<file path="src/rtl/glpc_pkg.sv">
// ----------------------------------------------------------------------------
// glpc_pkg
// Shared types and constants of the grid lattice path counter: field widths,
// controller states and the command/status bundles between control and data.
// ----------------------------------------------------------------------------
package glpc_pkg;

	localparam int GLPC_MAX_ROWS = 32;
	localparam int GLPC_MAX_COLS = 32;
	localparam int GLPC_DIM_W    = 6;
	localparam int GLPC_COUNT_W  = 64;
	localparam logic GLPC_JUMP_RESET = 1'b1;

	typedef enum logic [2:0] {
		ST_IDLE,
		ST_ROW_RD,
		ST_SUM,
		ST_ADD,
		ST_WR,
		ST_EMIT
	} state_t;

	// Commands from the controller to the datapath
	typedef struct packed {
		logic item_start;
		logic row_start;
		logic rd_en;
		logic sum_en;
		logic add_en;
		logic wr_en;
		logic first_row;
		logic last_col;
		logic corner;
		logic emit;
		logic emit_empty;
	} cmd_t;

	// Status from the datapath to the controller
	typedef struct packed {
		logic res_busy;
	} sts_t;

endpackage

</file>
<file path="src/rtl/glpc_ifs.sv">
// ----------------------------------------------------------------------------
// glpc interfaces
// Valid/ready channels for grid items, path count results and the mode write.
// ----------------------------------------------------------------------------
interface glpc_item_if import glpc_pkg::*; ();
	logic                  valid;
	logic                  ready;
	logic [GLPC_DIM_W-1:0] grid_rows;
	logic [GLPC_DIM_W-1:0] grid_cols;

	modport source(output valid, grid_rows, grid_cols, input ready);
	modport sink(input valid, grid_rows, grid_cols, output ready);
endinterface


</file>
<file path="src/rtl/glpc_ctrl.sv">
// ----------------------------------------------------------------------------
// glpc_ctrl
// Sequencer: takes an item, walks rows and columns from the bottom-right
// corner backwards, three steps per position, and hands off the result.
// ----------------------------------------------------------------------------
module glpc_ctrl import glpc_pkg::*; #(
	parameter int MAX_ROWS = GLPC_MAX_ROWS,
	parameter int MAX_COLS = GLPC_MAX_COLS,
	localparam int RW = (MAX_ROWS > 1) ? $clog2(MAX_ROWS) : 1,
	localparam int CW = (MAX_COLS > 1) ? $clog2(MAX_COLS) : 1
) (
	input  logic          clk,
	input  logic          arst_n,
	glpc_item_if.sink     item,
	input  sts_t          sts,
	output cmd_t          cmd,
	output logic [CW-1:0] rd_addr,
	output logic [CW-1:0] wr_addr
);

	state_t        state_q, state_d;
	logic [RW-1:0] r_q, r_d, n_last_q, n_last_d;
	logic [CW-1:0] c_q, c_d, m_last_q, m_last_d;
	logic          empty_q, empty_d;
	logic          first_row, last_col;

	assign first_row = (r_q == n_last_q);
	assign last_col  = (c_q == m_last_q);
	assign wr_addr   = c_q;
	assign item.ready = (state_q == ST_IDLE);

	// State and position registers
	always_ff @(posedge clk or negedge arst_n) begin
		if (!arst_n) begin
			state_q  <= ST_IDLE;
			r_q      <= '0;
			c_q      <= '0;
			n_last_q <= '0;
			m_last_q <= '0;
			empty_q  <= 1'b0;
		end else begin
			state_q  <= state_d;
			r_q      <= r_d;
			c_q      <= c_d;
			n_last_q <= n_last_d;
			m_last_q <= m_last_d;
			empty_q  <= empty_d;
		end
	end

	// Next state and commands
	always_comb begin
		state_d  = state_q;
		r_d      = r_q;
		c_d      = c_q;
		n_last_d = n_last_q;
		m_last_d = m_last_q;
		empty_d  = empty_q;
		rd_addr  = c_q;
		cmd            = '0;
		cmd.first_row  = first_row;
		cmd.last_col   = last_col;
		cmd.corner     = first_row && last_col;

		unique case (state_q)
			ST_IDLE: begin
				if (item.valid) begin
					// clamp oversized grids to the storage size
					if (32'(item.grid_rows) > MAX_ROWS) begin
						n_last_d = RW'(MAX_ROWS - 1);
					end else begin
						n_last_d = RW'(item.grid_rows - GLPC_DIM_W'(1));
					end
					if (32'(item.grid_cols) > MAX_COLS) begin
						m_last_d = CW'(MAX_COLS - 1);
					end else begin
						m_last_d = CW'(item.grid_cols - GLPC_DIM_W'(1));
					end
					empty_d = (item.grid_rows == '0) || (item.grid_cols == '0);
					r_d = n_last_d;
					c_d = m_last_d;
					if (empty_d) begin
						state_d = ST_EMIT;
					end else begin
						cmd.item_start = 1'b1;
						state_d = ST_ROW_RD;
					end
				end
			end
			ST_ROW_RD: begin
				// fetch the last column of the row below
				cmd.row_start = 1'b1;
				cmd.rd_en     = 1'b1;
				state_d = ST_SUM;
			end
			ST_SUM: begin
				cmd.sum_en = 1'b1;
				state_d = ST_ADD;
			end
			ST_ADD: begin
				cmd.add_en = 1'b1;
				state_d = ST_WR;
			end
			ST_WR: begin
				cmd.wr_en = 1'b1;
				if (c_q == '0) begin
					if (r_q == '0) begin
						state_d = ST_EMIT;
					end else begin
						r_d = r_q - RW'(1);
						c_d = m_last_q;
						state_d = ST_ROW_RD;
					end
				end else begin
					// prefetch the next column to the left
					rd_addr   = c_q - CW'(1);
					cmd.rd_en = 1'b1;
					c_d = c_q - CW'(1);
					state_d = ST_SUM;
				end
			end
			ST_EMIT: begin
				if (!sts.res_busy) begin
					cmd.emit       = 1'b1;
					cmd.emit_empty = empty_q;
					state_d = ST_IDLE;
				end
			end
			default: begin
				state_d = ST_IDLE;
			end
		endcase
	end

endmodule

</file>
<file path="src/flat_wrapper.sv">
// flat-port wrapper written by rule: the top's interface ports become plain ports
module glpc_ctrl_flat import glpc_pkg::*;
#(
	parameter int MAX_ROWS = GLPC_MAX_ROWS,
	parameter int MAX_COLS = GLPC_MAX_COLS,
	localparam int RW = (MAX_ROWS > 1) ? $clog2(MAX_ROWS) : 1,
	localparam int CW = (MAX_COLS > 1) ? $clog2(MAX_COLS) : 1
)
  (clk, arst_n, sts, cmd, rd_addr, wr_addr, item_valid, item_grid_rows, item_grid_cols, item_ready);
  glpc_item_if item_i ();
  input  logic clk;
  input  logic arst_n;
  input  sts_t sts;
  output cmd_t cmd;
  output logic [CW-1:0] rd_addr;
  output logic [CW-1:0] wr_addr;
  input wire logic [$bits(item_i.valid)-1:0] item_valid;
  input wire logic [$bits(item_i.grid_rows)-1:0] item_grid_rows;
  input wire logic [$bits(item_i.grid_cols)-1:0] item_grid_cols;
  output wire logic [$bits(item_i.ready)-1:0] item_ready;
  assign item_i.valid = item_valid;
  assign item_i.grid_rows = item_grid_rows;
  assign item_i.grid_cols = item_grid_cols;
  assign item_ready = item_i.ready;
  glpc_ctrl #(.MAX_ROWS(MAX_ROWS), .MAX_COLS(MAX_COLS)) u_core (.clk(clk), .arst_n(arst_n), .item(item_i), .sts(sts), .cmd(cmd), .rd_addr(rd_addr), .wr_addr(wr_addr));
endmodule
</file>
<file path="config.mk">
export PLATFORM = sky130hd
export DESIGN_NAME = glpc_ctrl_flat
export DESIGN_NICKNAME = d
export VERILOG_FILES = /design/src/rtl/glpc_pkg.sv /design/src/rtl/glpc_ifs.sv /design/src/rtl/glpc_ctrl.sv /design/src/flat_wrapper.sv
export SDC_FILE = /design/constraint.sdc
export NUM_CORES = 1
export LEC_CHECK = 0
export BUFFER_PORTS_ARGS = -buffer_cell sky130_fd_sc_hd__buf_4
export CORE_ASPECT_RATIO = 1.1
export CORE_MARGIN = 4
export CORE_UTILIZATION = 35
export DETAILED_ROUTE_END_ITERATION = 6
export GPL_TIMING_DRIVEN = 0
export SKIP_LAST_GASP = 1
export SYNTH_ARGS = -nofsm -noshare
export SYNTH_HDL_FRONTEND = slang
export SYNTH_SLANG_ARGS = --single-unit
</file>
<file path="constraint.sdc">
create_clock -name clk -period 7.45 [get_ports clk]
set_input_delay 2.235 -clock clk [delete_from_list [all_inputs] [get_ports clk]]
set_output_delay 2.235 -clock clk [all_outputs]
set_load 0.1 [all_outputs]
</file>
; ---- After elaboration in Yosys (flattened, before gate mapping)
; Cells that the tools add are included.
[word_totals]
reg_bits = 24
input_bits = 16
out_inout_bits = 22
elab_cells = 65
[op_classes]
addsub = 4
order_cmp = 2
n_eq_ne = 12
n_mux = 29
n_reduce_logical = 12
[ops]
columns = operator, count
row1 = 5-bit 2-to-1 mux, 10
row2 = 5-bit one-hot mux with 2 select lines, 2
row3 = "5-bit by 1-bit subtractor with 5-bit output, second input constant", 4
row4 = 3-bit one-hot mux with 6 select lines, 1
row5 = 3-bit 2-to-1 mux, 5
row6 = "6-bit greater-than comparator, second input constant", 2
row7 = 6-bit zero test, 2
row8 = 5-bit == test, 2
row9 = 5-bit zero test, 2
row10 = 1-bit 2-to-1 mux, 8
row11 = "3-bit by 2-bit == test with 1-bit output, second input constant", 2
row12 = "3-bit == test, second input constant", 2
row13 = "2-bit inequality test, second input constant", 3
row14 = 2-bit 2-to-1 mux, 2
row15 = 2-bit AND reduction, 2
row16 = 4-bit AND reduction, 1
row17 = "3-bit by 1-bit == test with 1-bit output, second input constant", 1
row18 = 3-bit zero test, 1
row19 = "3-bit inequality test, second input constant", 1
row20 = 3-bit AND reduction, 1
row21 = "2-bit by 1-bit inequality test with 1-bit output, second input constant", 1
row22 = 1-bit one-hot mux with 2 select lines, 1
row23 = 2-bit nonzero test, 1
row24 = 1-bit logical AND, 1
row25 = 1-bit logical OR, 1

; ---- Logic depth before layout (Yosys ltp)
[logic_depth]
word_depth = 5
mapped_depth = 7
depth_no_buf = 6

; ---- Least setup slack after synthesis
; No wires, ideal clock.
[synth_path]
path_kind = input port to output port
start = input sts
end = output cmd[0] (netlist name)
arrival_time_ns = 5.456
t_required_ns = 5.215
setup_slack_ns = -0.241
path_stages = 2
n_path_buf = 0
path_cell_list = nor3b_1 > and2_1
[synth_rtl]
columns = item, line
row1 = from (decl), flat_wrapper.sv:13  ; input sts_t sts;
row2 = to (decl), flat_wrapper.sv:14  ; output cmd_t cmd;

==> metrics <==
max-slew violation count 0; cell count after synthesis 208; post-synthesis sequential area ratio 0.339; Critical Path End Type output pin; vias in the first global route 1579; RSZ-0062 raised after global routing false; DR DRC count 0; flop-to-flop setup slack 4.98 ns; Antenna Nets Post-Route 0; post-synthesis net count 230; CP max FO 4; CTS Root Cell clkbuf_8; Final Hold Viols 0; min-delay worst type reg2reg; Yosys reg bits 24; Slew @ Worst Pin 0.998 ns; initial antenna violation count 0; die height about 83 um; Vias/cell 5.45; Primary FF master, synth dfrtp_1; first-pass GRT wire length roughly 7600 um; FILL cells around 480; Post-CTS Setup Repair Bufs 0; grt ovf 0; setup TNS 0 ns; initial cell density of the core 0.370; TritonCTS Sinks 24; Die W roughly 76 um; Routed WL 4510 um; DIE AREA 6260 um2; HPWL after DPL roughly 3500 um; drt pass-1 iters 6; H-tree Lvls 1; largest area contributor in the netlist dfrtp_1; area delta synth->final 24.0%; placed inst area 2120 um2; Worst-Skew Late Latency 0.27 ns; Post-synth EDFFs 0; post-route setup slack between 1 and 1.5 ns; min Tclk post-route around 6.2 ns; skew final slightly above 0.002 ns; slew margin rel. 0.325; fraction of layout cells with a size suffix above 1 0.253; Setup violations, final 0; core box area 4780 um2; worst path arrival time just under 4 ns; IO buf count 37; DRT iter0 DRCs 49; largest net degree at the start of global routing 25; CTS Buf Count 3; critical path class in2out; Ports 38; ant diodes 0; via count approximately 1700; fmax 162 MHz; RePlAce Congestion 0.771; cts hold-fix bufs 0; Final period util 0.828; Worst setup SP type input pin; GRT Total Usage 0.159; Max clock buf depth 2; clk slew on worst S/H paths 0.09 ns; CTS resizes 0; synth top area cells dfrtp_1 34%, o21ai_0 5.1%, xnor2_1 4.5%; Synth warnings 0; max_cap viols 0; fin nets 272; CTS tree built; Setup WS pre-CTS 1.30 ns; DR WL/cell 14.8 um; Finished Cell Area 2190 um2; Synth async-reset ratio 1.00; syn_area_per_cell 8.51 um2; top-area cell type share of the netlist area 0.339; cell area after synthesis about 1800 um2; Rows 26; status completed; number of distinct library cells after synthesis 48; Worst EP required 5.22 ns
[placed cells by master, fill, tap and decap left out, drive strengths merged, types with 4 or more instances in the layout]
cell type / n
a21o: 7
a21oi: 10
and2: 5
buf: 47
clkbuf: 6
dfrtp: 24
ha: 6
inv: 9
nand2: 17
nand2b: 4
nand3: 4
nor2: 17
nor3: 7
nor3b: 6
o21ai: 19
or4b: 4
xnor2: 9
xor2: 5
[worst max-delay path, stage by stage]
cell     delay (ns)
buf_4          0.13
inv_1          0.07
ha_1           0.17
or4b_2         0.65
o22ai_1        0.31
nor2_1         0.12
buf_4          0.25
[state kept, by name, indices dropped and copies added (netlist names)]
name and cells:
u_core.n_last_q 5, u_core.state_q 3, u_core.empty_q 1, u_core.r_q 5, u_core.wr_addr 5, u_core.m_last_q 5
[routing by layer]
metal  GRT usage  vias up  share of wire
met1       0.219      785           0.45
met5           0        -              0
met3      0.0194        4          0.059
met4      0.0315        0         0.0067
li1            -      830              -
met2       0.265       42           0.49
[layout make-up]
cell class,count,area (um2),share of cell area
plain buffers,13,78.8,0.0359
clock buffers,3,41.3,0.0188
clock inverters,1,30.0,0.0137
inverters,9,33.8,0.0154
multi-input cells,162,1060,0.484
flip-flops and latches,24,601,0.274
well taps,56,70.1,0.0319
repair buffers,37,278,0.127
[logic make-up after synthesis]
kind of cell | Yosys count | synth area share
buffers and inverters | 22 | 0.0636
AOI/OAI and AO/OA | 64 | 0.241
adders and majority gates | 6 | 0.0424
DFF | 24 | 0.339
xor gates and xnor gates | 14 | 0.0693
and+or+nand+nor | 78 | 0.244
[metrics by stage]
step	cells	utilization	hold slack, ns
after detailed placement	301	0.444	0.487
after global placement	301	0.444	0.481
after CTS	305	0.459	0.510
final	305	0.459	0.502
after global routing	305	0.459	0.534
after floorplan	208	-	0.458
[Yosys cell counts (all sizes together), types with 5 or more instances]
| library cell | count |
|---|---|
| inv | 9 |
| and2 | 5 |
| nor3 | 7 |
| a21oi | 10 |
| a21o | 7 |
| xnor2 | 9 |
| dfrtp | 24 |
| nor2 | 17 |
| ha | 6 |
| xor2 | 5 |
| nand2 | 17 |
| o21ai | 19 |
| nor3b | 6 |
| buf | 10 |
[worst paths after layout]
| check | from | cells after the start | to |
|---|---|---|---|
| worst max-delay path | item_grid_cols[0] | 7 | cmd[10] |
| max in group asynchronous | arst_n | 1 | u_core.state_q[0] |
| worst max register to register | u_core.wr_addr[0] | 5 | u_core.state_q[1] |
| worst min register to register | u_core.empty_q | 2 | u_core.empty_q |
| worst min-delay path | u_core.empty_q | 2 | u_core.empty_q |
| min in group asynchronous | arst_n | 1 | u_core.wr_addr[3] |
Power is not shown: default switching activity piles up to over one toggle a cycle in this logic, so the estimate is an artifact.
