<file path="src/rtl/glpc_pkg.sv">
// ----------------------------------------------------------------------------
// glpc_pkg
// Shared types and constants of the grid lattice path counter: field widths,
// controller states and the command/status bundles between control and data.
// ----------------------------------------------------------------------------
package glpc_pkg;

	localparam int GLPC_MAX_ROWS = 32;
	localparam int GLPC_MAX_COLS = 32;
	localparam int GLPC_DIM_W    = 6;
	localparam int GLPC_COUNT_W  = 64;
	localparam logic GLPC_JUMP_RESET = 1'b1;

	typedef enum logic [2:0] {
		ST_IDLE,
		ST_ROW_RD,
		ST_SUM,
		ST_ADD,
		ST_WR,
		ST_EMIT
	} state_t;

	// Commands from the controller to the datapath
	typedef struct packed {
		logic item_start;
		logic row_start;
		logic rd_en;
		logic sum_en;
		logic add_en;
		logic wr_en;
		logic first_row;
		logic last_col;
		logic corner;
		logic emit;
		logic emit_empty;
	} cmd_t;

	// Status from the datapath to the controller
	typedef struct packed {
		logic res_busy;
	} sts_t;

endpackage

</file>
<file path="src/rtl/glpc_ifs.sv">


interface glpc_result_if import glpc_pkg::*; ();
	logic                    valid;
	logic                    ready;
	logic [GLPC_COUNT_W-1:0] path_count;
	logic                    count_overflow;

	modport source(output valid, path_count, count_overflow, input ready);
	modport sink(input valid, path_count, count_overflow, output ready);
endinterface

interface glpc_cfg_if ();
	logic valid;
	logic ready;
	logic jump_mode;

	modport source(output valid, jump_mode, input ready);
	modport sink(input valid, jump_mode, output ready);
endinterface

</file>
<file path="src/rtl/glpc_ram.sv">
// ----------------------------------------------------------------------------
// glpc_ram
// Generic single-write, single-read RAM with registered read data.
// ----------------------------------------------------------------------------
module glpc_ram #(
	parameter int WIDTH = 64,
	parameter int DEPTH = 32,
	localparam int AW = (DEPTH > 1) ? $clog2(DEPTH) : 1
) (
	input  logic             clk,
	input  logic             wr_en,
	input  logic [AW-1:0]    wr_addr,
	input  logic [WIDTH-1:0] wr_data,
	input  logic             rd_en,
	input  logic [AW-1:0]    rd_addr,
	output logic [WIDTH-1:0] rd_data
);

	logic [WIDTH-1:0] mem_q [DEPTH];

	// Write port
	always_ff @(posedge clk) begin
		if (wr_en) begin
			mem_q[wr_addr] <= wr_data;
		end
	end

	// Registered read port
	always_ff @(posedge clk) begin
		if (rd_en) begin
			rd_data <= mem_q[rd_addr];
		end
	end

endmodule

</file>
<file path="src/rtl/glpc_dp.sv">
// ----------------------------------------------------------------------------
// glpc_dp
// Datapath: row buffers of the row below, the 64-bit adders, the
// running row value, the overflow flag, the mode register and the result.
// ----------------------------------------------------------------------------
module glpc_dp import glpc_pkg::*; #(
	parameter int MAX_COLS = GLPC_MAX_COLS,
	localparam int CW = (MAX_COLS > 1) ? $clog2(MAX_COLS) : 1
) (
	input  logic          clk,
	input  logic          arst_n,
	glpc_cfg_if.sink      cfg,
	glpc_result_if.source result,
	input  cmd_t          cmd,
	input  logic [CW-1:0] rd_addr,
	input  logic [CW-1:0] wr_addr,
	output sts_t          sts
);

	localparam int W = GLPC_COUNT_W;

	logic         jump_q;
	logic         ovf_q;
	logic [W-1:0] x_q, s1_q, z_q, t_hold_q, v_q, y_q;
	logic [W-1:0] c_rd, t_rd, c_wr, t_wr;
	logic [W-1:0] x_sel;
	logic [W:0]   sum_xy, sum_sz, sum_col, sum_diag, sum_row;
	logic         res_valid_q, res_ovf_q;
	logic [W-1:0] res_count_q;

	// Previous-row column values (column sums in jump mode, counts otherwise)
	glpc_ram #(.WIDTH(W), .DEPTH(MAX_COLS)) u_col_ram (
		.clk     (clk),
		.wr_en   (cmd.wr_en),
		.wr_addr (wr_addr),
		.wr_data (c_wr),
		.rd_en   (cmd.rd_en),
		.rd_addr (rd_addr),
		.rd_data (c_rd)
	);

	// Previous-row diagonal values (inclusive diagonal sums, counts otherwise)
	glpc_ram #(.WIDTH(W), .DEPTH(MAX_COLS)) u_diag_ram (
		.clk     (clk),
		.wr_en   (cmd.wr_en),
		.wr_addr (wr_addr),
		.wr_data (t_wr),
		.rd_en   (cmd.rd_en),
		.rd_addr (rd_addr),
		.rd_data (t_rd)
	);

	// Adders with carry out
	assign x_sel    = cmd.first_row ? '0 : c_rd;
	assign sum_xy   = {1'b0, x_sel} + {1'b0, y_q};
	assign sum_sz   = {1'b0, s1_q} + {1'b0, z_q};
	assign sum_col  = {1'b0, x_q} + {1'b0, v_q};
	assign sum_diag = {1'b0, v_q} + {1'b0, z_q};
	assign sum_row  = {1'b0, y_q} + {1'b0, v_q};

	assign c_wr = jump_q ? sum_col[W-1:0] : v_q;
	assign t_wr = jump_q ? sum_diag[W-1:0] : v_q;

	// Mode register
	assign cfg.ready = 1'b1;
	always_ff @(posedge clk or negedge arst_n) begin
		if (!arst_n) begin
			jump_q <= GLPC_JUMP_RESET;
		end else if (cfg.valid) begin
			jump_q <= cfg.jump_mode;
		end
	end

	// Operand and sum registers
	always_ff @(posedge clk) begin
		if (cmd.sum_en) begin
			x_q      <= x_sel;
			s1_q     <= sum_xy[W-1:0];
			z_q      <= (cmd.first_row || cmd.last_col) ? '0 : t_hold_q;
			t_hold_q <= t_rd;
		end
		if (cmd.add_en) begin
			v_q <= cmd.corner ? W'(1) : sum_sz[W-1:0];
		end
		// right neighbor in single-step mode, running row sum in jump mode
		if (cmd.row_start) begin
			y_q <= '0;
		end else if (cmd.wr_en) begin
			y_q <= jump_q ? sum_row[W-1:0] : v_q;
		end
	end

	// Overflow flag of the current item
	always_ff @(posedge clk or negedge arst_n) begin
		if (!arst_n) begin
			ovf_q <= 1'b0;
		end else if (cmd.item_start) begin
			ovf_q <= 1'b0;
		end else if (cmd.sum_en) begin
			ovf_q <= ovf_q | sum_xy[W];
		end else if (cmd.add_en) begin
			ovf_q <= ovf_q | (sum_sz[W] & ~cmd.corner);
		end else if (cmd.wr_en && jump_q) begin
			ovf_q <= ovf_q | sum_col[W] | sum_diag[W] | sum_row[W];
		end
	end

	// Result register: hold until the transfer completes
	always_ff @(posedge clk or negedge arst_n) begin
		if (!arst_n) begin
			res_valid_q <= 1'b0;
		end else if (cmd.emit) begin
			res_valid_q <= 1'b1;
		end else if (result.ready) begin
			res_valid_q <= 1'b0;
		end
	end

	always_ff @(posedge clk) begin
		if (cmd.emit) begin
			res_count_q <= cmd.emit_empty ? '0 : v_q;
			res_ovf_q   <= cmd.emit_empty ? 1'b0 : ovf_q;
		end
	end

	assign result.valid          = res_valid_q;
	assign result.path_count     = res_count_q;
	assign result.count_overflow = res_ovf_q;
	assign sts.res_busy          = res_valid_q && !result.ready;

endmodule

</file>
<file path="src/flat_wrapper.sv">
// flat-port wrapper written by rule: the top's interface ports become plain ports
module glpc_dp_flat import glpc_pkg::*;
#(
	parameter int MAX_COLS = GLPC_MAX_COLS,
	localparam int CW = (MAX_COLS > 1) ? $clog2(MAX_COLS) : 1
)
  (clk, arst_n, cmd, rd_addr, wr_addr, sts, cfg_valid, cfg_jump_mode, cfg_ready, result_valid, result_path_count, result_count_overflow, result_ready);
  glpc_cfg_if cfg_i ();
  glpc_result_if result_i ();
  input  logic clk;
  input  logic arst_n;
  input  cmd_t cmd;
  input  logic [CW-1:0] rd_addr;
  input  logic [CW-1:0] wr_addr;
  output sts_t sts;
  input wire logic [$bits(cfg_i.valid)-1:0] cfg_valid;
  input wire logic [$bits(cfg_i.jump_mode)-1:0] cfg_jump_mode;
  output wire logic [$bits(cfg_i.ready)-1:0] cfg_ready;
  output wire logic [$bits(result_i.valid)-1:0] result_valid;
  output wire logic [$bits(result_i.path_count)-1:0] result_path_count;
  output wire logic [$bits(result_i.count_overflow)-1:0] result_count_overflow;
  input wire logic [$bits(result_i.ready)-1:0] result_ready;
  assign cfg_i.valid = cfg_valid;
  assign cfg_i.jump_mode = cfg_jump_mode;
  assign cfg_ready = cfg_i.ready;
  assign result_valid = result_i.valid;
  assign result_path_count = result_i.path_count;
  assign result_count_overflow = result_i.count_overflow;
  assign result_i.ready = result_ready;
  glpc_dp #(.MAX_COLS(MAX_COLS)) u_core (.clk(clk), .arst_n(arst_n), .cfg(cfg_i), .result(result_i), .cmd(cmd), .rd_addr(rd_addr), .wr_addr(wr_addr), .sts(sts));
endmodule
</file>
<file path="config.mk">
export PLATFORM = sky130hd
export DESIGN_NAME = glpc_dp_flat
export DESIGN_NICKNAME = d
export VERILOG_FILES = /design/src/rtl/glpc_pkg.sv /design/src/rtl/glpc_ifs.sv /design/src/rtl/glpc_ram.sv /design/src/rtl/glpc_dp.sv /design/src/flat_wrapper.sv
export SDC_FILE = /design/constraint.sdc
export NUM_CORES = 2
export LEC_CHECK = 0
export BUFFER_PORTS_ARGS = -buffer_cell sky130_fd_sc_hd__buf_2
export CORE_ASPECT_RATIO = 1.75
export CORE_UTILIZATION = 37
export CTS_CLUSTER_DIAMETER = 200
export DETAILED_ROUTE_END_ITERATION = 10
export PLACE_DENSITY_LB_ADDON = 0.15
export SLEW_MARGIN = 20
export SYNTH_ARGS = -nofsm -noshare
export SYNTH_HDL_FRONTEND = slang
export SYNTH_SLANG_ARGS = --single-unit
</file>
<file path="constraint.sdc">
create_clock -name clk -period 6.1 [get_ports clk]
set_input_delay 0.61 -clock clk [delete_from_list [all_inputs] [get_ports clk]]
set_output_delay 0.61 -clock clk [all_outputs]
set_load 0.02 [all_outputs]
</file>
After elaboration in Yosys (flattened, before gate mapping) --
Memories as Yosys holds them, arrays and structs flattened. A register that Yosys moved wholly into a read port is not among the register bits. Cells that the tools add are included.
Word-level totals: register bits after elaboration 452, latch bits 0, memory bits (writable) 4096, bits in read-only memories 0, bits of input ports 26, output and inout port bits 68, word-level logic and storage cells 43, memories kept 2
Memories:
- u_core.u_col_ram.mem_q | words 32, bits a word 64, rd ports 1, clocked after Yosys merged registers in 1, write ports 1, line glpc_ram.sv:19 | logic [WIDTH-1:0] mem_q [DEPTH];
- u_core.u_diag_ram.mem_q | words 32, bits a word 64, rd ports 1, clocked after Yosys merged registers in 1, write ports 1, line glpc_ram.sv:19
Operators by class: add/sub/neg operators 5, multiply operators 0, divide/modulo/power cells 0, $lt $le $gt $ge 0, eq/ne operators 0, shift operators 0, mux-type cells 12, bitwise gates (word level) 7, reductions and logical operators 6
Operators with widths (number):
- 64-bit by 64-bit adder with 65-bit output | 5
- 64-bit 2-to-1 mux | 4
- 1-bit 2-to-1 mux | 8
- 1-bit OR | 5
- 4-bit nonzero test | 1
- 1-bit logical AND | 2
- 2-bit nonzero test | 1
- 1-bit bitwise AND | 1
- 1-bit zero test | 1
- 1-bit logical OR | 1
- 1-bit inverter | 1

Logic depth before layout (Yosys ltp) --
depth in word-level cells 8, gate-level depth with buffers 16, gate-level depth less buffers 14

Hierarchy --
Synthesis repeated with hierarchy kept, for this count alone.
Unflattened totals: cells, all modules 10056, area total of the unflattened synthesis 194810.6 um^2
Modules (own cells, without submodules):
- glpc_ram | times used 2, cells an instance 3097, area an instance 79605.1 um^2, sequential area each 63420.8 um^2
- glpc_dp | times used 1, cells an instance 3862, area an instance 35600.4 um^2, sequential area each 12918.6 um^2

Worst setup path after synthesis --
OpenSTA, ideal clock, no wires.
kind in2reg, from in cmd[5] (netlist bit), to mem u_core.u_col_ram.mem_q[13][0] (enable), library setup time 0.617 ns, arrival 6.793 ns, data required time 5.483 ns, slack -1.310 ns, cell stages on the path 4, buffers on the path 2, cell sequence clkbuf_1 > buf_1 > nand3b_1 > nor2_1
On the way: word-level cells in the longest chain between the ends 2
Ends and longest elaborated chain:
- start, declared | line flat_wrapper.sv:12 | input cmd_t cmd;
- 1-bit 2-to-1 mux | line glpc_ram.sv:23 | if (wr_en) begin
- 1-bit 2-to-1 mux (not written as such) | line glpc_ram.sv:24 | mem_q[wr_addr] <= wr_data;
- end, declared | line glpc_ram.sv:19
No other way between the ends.

Final worst setup path --
from reg u_core.v_q[1], to mem u_core.u_col_ram.mem_q[18][59] (data pin)
On the way: word-level cells in the longest chain between the ends 2
Ends and longest elaborated chain:
- start, declared | line glpc_dp.sv:24 | logic [W-1:0] x_q, s1_q, z_q, t_hold_q, v_q, y_q;
- start signal, assigned | line glpc_dp.sv:83 | v_q <= cmd.corner ? W'(1) : sum_sz[W-1:0];
- 64-bit by 64-bit adder with 65-bit output | line glpc_dp.sv:57 | assign sum_col = {1'b0, x_q} + {1'b0, v_q};
- 64-bit 2-to-1 mux | line glpc_dp.sv:61 | assign c_wr = jump_q ? sum_col[W-1:0] : v_q;
- via u_core.c_wr[59] | line glpc_dp.sv:25 | logic [W-1:0] c_rd, t_rd, c_wr, t_wr;
The timed path passes the listed nets, and every way through them passes these cells.

==> run summary <==
Die Span X - 549 um
Status - complete, no violations
Avg Synthesized Cell Area - 19.8 um^2
Layout cells sized above 1 - 24.9%
Finish-stage setup viols - 0
Dpl cell area - 205000 um^2
Worst setup SP type - flop
Reg2reg path depth - 14
Core Region - 522000 um^2
Min Tclk post-route - 5.69 ns
Final #Nets - 10506
Skew final - 0.0675 ns
CTS Sinks - 4676
Worst path arrival time - 6.37 ns
Critical hold path startpoint - cmd[7]
Clock transition at path regs - 0.07 ns
Synth Flop Type - edfxtp_1
Worst slew pin tran - 1.22 ns
Layout Utilization - 42.1%
Slew Viols, Final - 0
Die area - 527000 um^2
WL final - 623 mm
Pleak - 71.6 nW
Placed insts - 16606
RSZ-0062 raised after global routing - no
Post-synth ARST share - 0.0642%
Syn Inst Count - 9800
Min-delay worst type - in -> reg
Io pins - 94
Clk root buf - clkbuf_16
Post-route DRC violation count - 0
DR top layer - met5
Yosys reg bits - 4676
Row cnt - 351
Initial antenna violation count - 27
Final HPWL DP - 363 mm
Vias per inst - 5.85
CP Class - reg -> reg
EDFF count, synth - 4609
Starting Density - 37.1%
Met2 wire length - 332 mm
CP endpoint kind - flop
Final Hold Viols - 0
Seq/Total Area, Yosys - 72.1%
Vias in the first global route - 106139
GPL Wtd Cong - 1.01
Cell area after synthesis - 194000 um^2
PortBufs - 92
DRT Pass-1 Iters - 6
YS warnings - 0
Worst Hold Depth - 1
Total power - 75.5 mW
Avg WL per Cell - 35.8 um
Largest regs - u_core.u_col_ram.mem_q x2048, u_core.u_diag_ram.mem_q x2048
CTS max path bufs - 4
R2R Path End - u_core.u_col_ram.mem_q[18][59]
Commonest non-fill, non-tap cell in the layout - edfxtp_1
Peak VDD IR - 0.271 mV
M1 wire length - 243 mm
Wire length on met3 - 27.7 mm
Post-Layout Inst Area - 220000 um^2
R2R setup slack - 0.41 ns
Non-Filler Instances - 17405
Syn nets - 10151
Synth unique cells - 94
Most frequent cells in the layout - edfxtp_1 (4609), mux4_2 (1280), clkbuf_16 (429), a21oi_1 (370), ha_1 (320)
PD cells - 344 nW/um^2
GR Util All Layers - 23.3%
Area grow syn2layout - 13.4%
H-tree lvl count - 5
DRT antenna net count - 0
Setup TNS - 0 ns
First-pass GRT wire length - 858 mm
Initial DRC Count - 10842
Total grt overflow - 0
Num CTS Buffers - 423
Slew margin rel. - 19.0%
Achievable clock frequency - 0.176 GHz
Die height - 959 um
CTS tree - done
CP Data Required Time - 6.78 ns
Largest net degree at the start of global routing - 100
Hold path endpoint - u_core.t_hold_q[62]
Vias - 101810
Crit Path Max Fanout - 32
Period Utilization, post-route - 93.2%
R2R Path Start - u_core.v_q[1]
Worst-Skew Late Latency - 1.00 ns
Max_cap viols - 0
-- worst max path at each step --
stage             startpoint                              to  slack, ns
2_1_floorplan         cmd[5]   u_core.u_col_ram.mem_q[13][0]      -1.31
3_3_place_gp          cmd[4]                 u_core.s1_q[56]       0.39
3_5_place_dp   u_core.v_q[1]   u_core.u_col_ram.mem_q[3][59]       0.47
4_1_cts        u_core.v_q[1]  u_core.u_col_ram.mem_q[18][59]       0.40
5_1_grt        u_core.v_q[0]  u_core.u_col_ram.mem_q[19][56]       0.27
6_report       u_core.v_q[1]  u_core.u_col_ram.mem_q[18][59]       0.41
-- synth_stat cells, types with 14 or more instances --
master    number  area (um^2)
a21o_1       294         2210
nand3_1       73          365
a311oi_1      24          210
and3_1        34          213
a31oi_1       42          263
dfxtp_1       64         1280
nand2_1      275         1030
ha_1         320         4000
a31o_2        14          123
buf_1         58          218
xor2_1       105          920
inv_1         78          293
xnor2_1      176         1540
and2_1        90          563
nor2b_1      213         1330
o21a_1        41          308
nand4_1       80          500
o211ai_1      18          135
mux2i_1       14          140
nor2_1       278         1040
edfxtp_1    4609       138000
nor3_1        42          210
o21bai_1      66          495
or3_1         20          125
nand2b_1      31          194
mux4_2      1280        28800
a21oi_1      373         1870
clkbuf_1     416         1560
mux2_2       138         1550
o21ai_0      192          961
o31ai_1       24          180
a211oi_1      63          473
o21ai_1       27          135
and4_1        15          131
-- layout make-up --
class / instances / area, um^2
Clock inverter: 280 / 3080
Clock buffer: 499 / 11000
Timing Repair Buffer: 417 / 4520
Antenna cell: 13 / 32.5
Inverter: 78 / 295
Fill cell: 45562 / 302000
Multi-Input combinational cell: 4559 / 52400
Sequential cell: 4676 / 140000
Tap cell: 6883 / 8610
-- metal layers --
| metal | GRT usage, % | vias to the layer above |
|---|---|---|
| met3 | 2.04 | 904 |
| li1 | - | 41322 |
| met5 | 0 | - |
| met1 | 29.2 | 56246 |
| met4 | 7.13 | 12 |
| met2 | 42.6 | 3326 |
-- metrics by stage --
| step | setup WS, ns | hold WS (ns) |
|---|---|---|
| final | 0.415 | 0.130 |
| after global routing | 0.269 | 0.122 |
| after CTS | 0.400 | 0.0765 |
| after detailed placement | 0.472 | 0.405 |
| after global placement | 0.391 | 0.402 |
| after floorplan | -1.31 | 0.314 |
-- cells by family (layout without fill, tap and decap cells) --
group	count (synthesis)	count (layout)	synth area share [%]
flip-flops	4676	4676	72.1
multiplexers	1432	1432	15.7
AO/OA/AOI/OAI	1326	1326	4.53
AND/OR/NAND/NOR	1194	1194	3.12
buffers and inverters	565	1274	1.11
adder cells (fa/ha/maj)	325	325	2.12
XOR/XNOR	281	281	1.27
other	1	14	0.00193
-- where the power goes --
group	leakage, nW	switching [mW]	internal (mW)
sequential	42.9	0.492	37.9
combinational	22.0	6.42	3.01
clock	6.77	12.4	15.2
total	71.6	19.4	56.1
-- critical path: stages, from the launching register on --
cell and delay (ns):
edfxtp_1 0.58, ha_1 0.39, a211oi_1 0.09, o21ai_0 0.58, nand4_1 0.45, a21oi_1 0.77, o31ai_2 0.13, buf_4 0.19
o211ai_1 0.30, a311oi_2 0.18, buf_4 0.20, o21ai_1 0.29, a31oi_1 0.16, xnor2_1 0.39, mux2_2 0.63
-- timing repair --
action,in CTS,in global routing
setup endpoints to repair,0,0
hold endpoints to repair,18,0
hold buffers,7,0
gates resized for setup,0,0
setup buffers,0,0
Power figures use the tool's default switching activity.
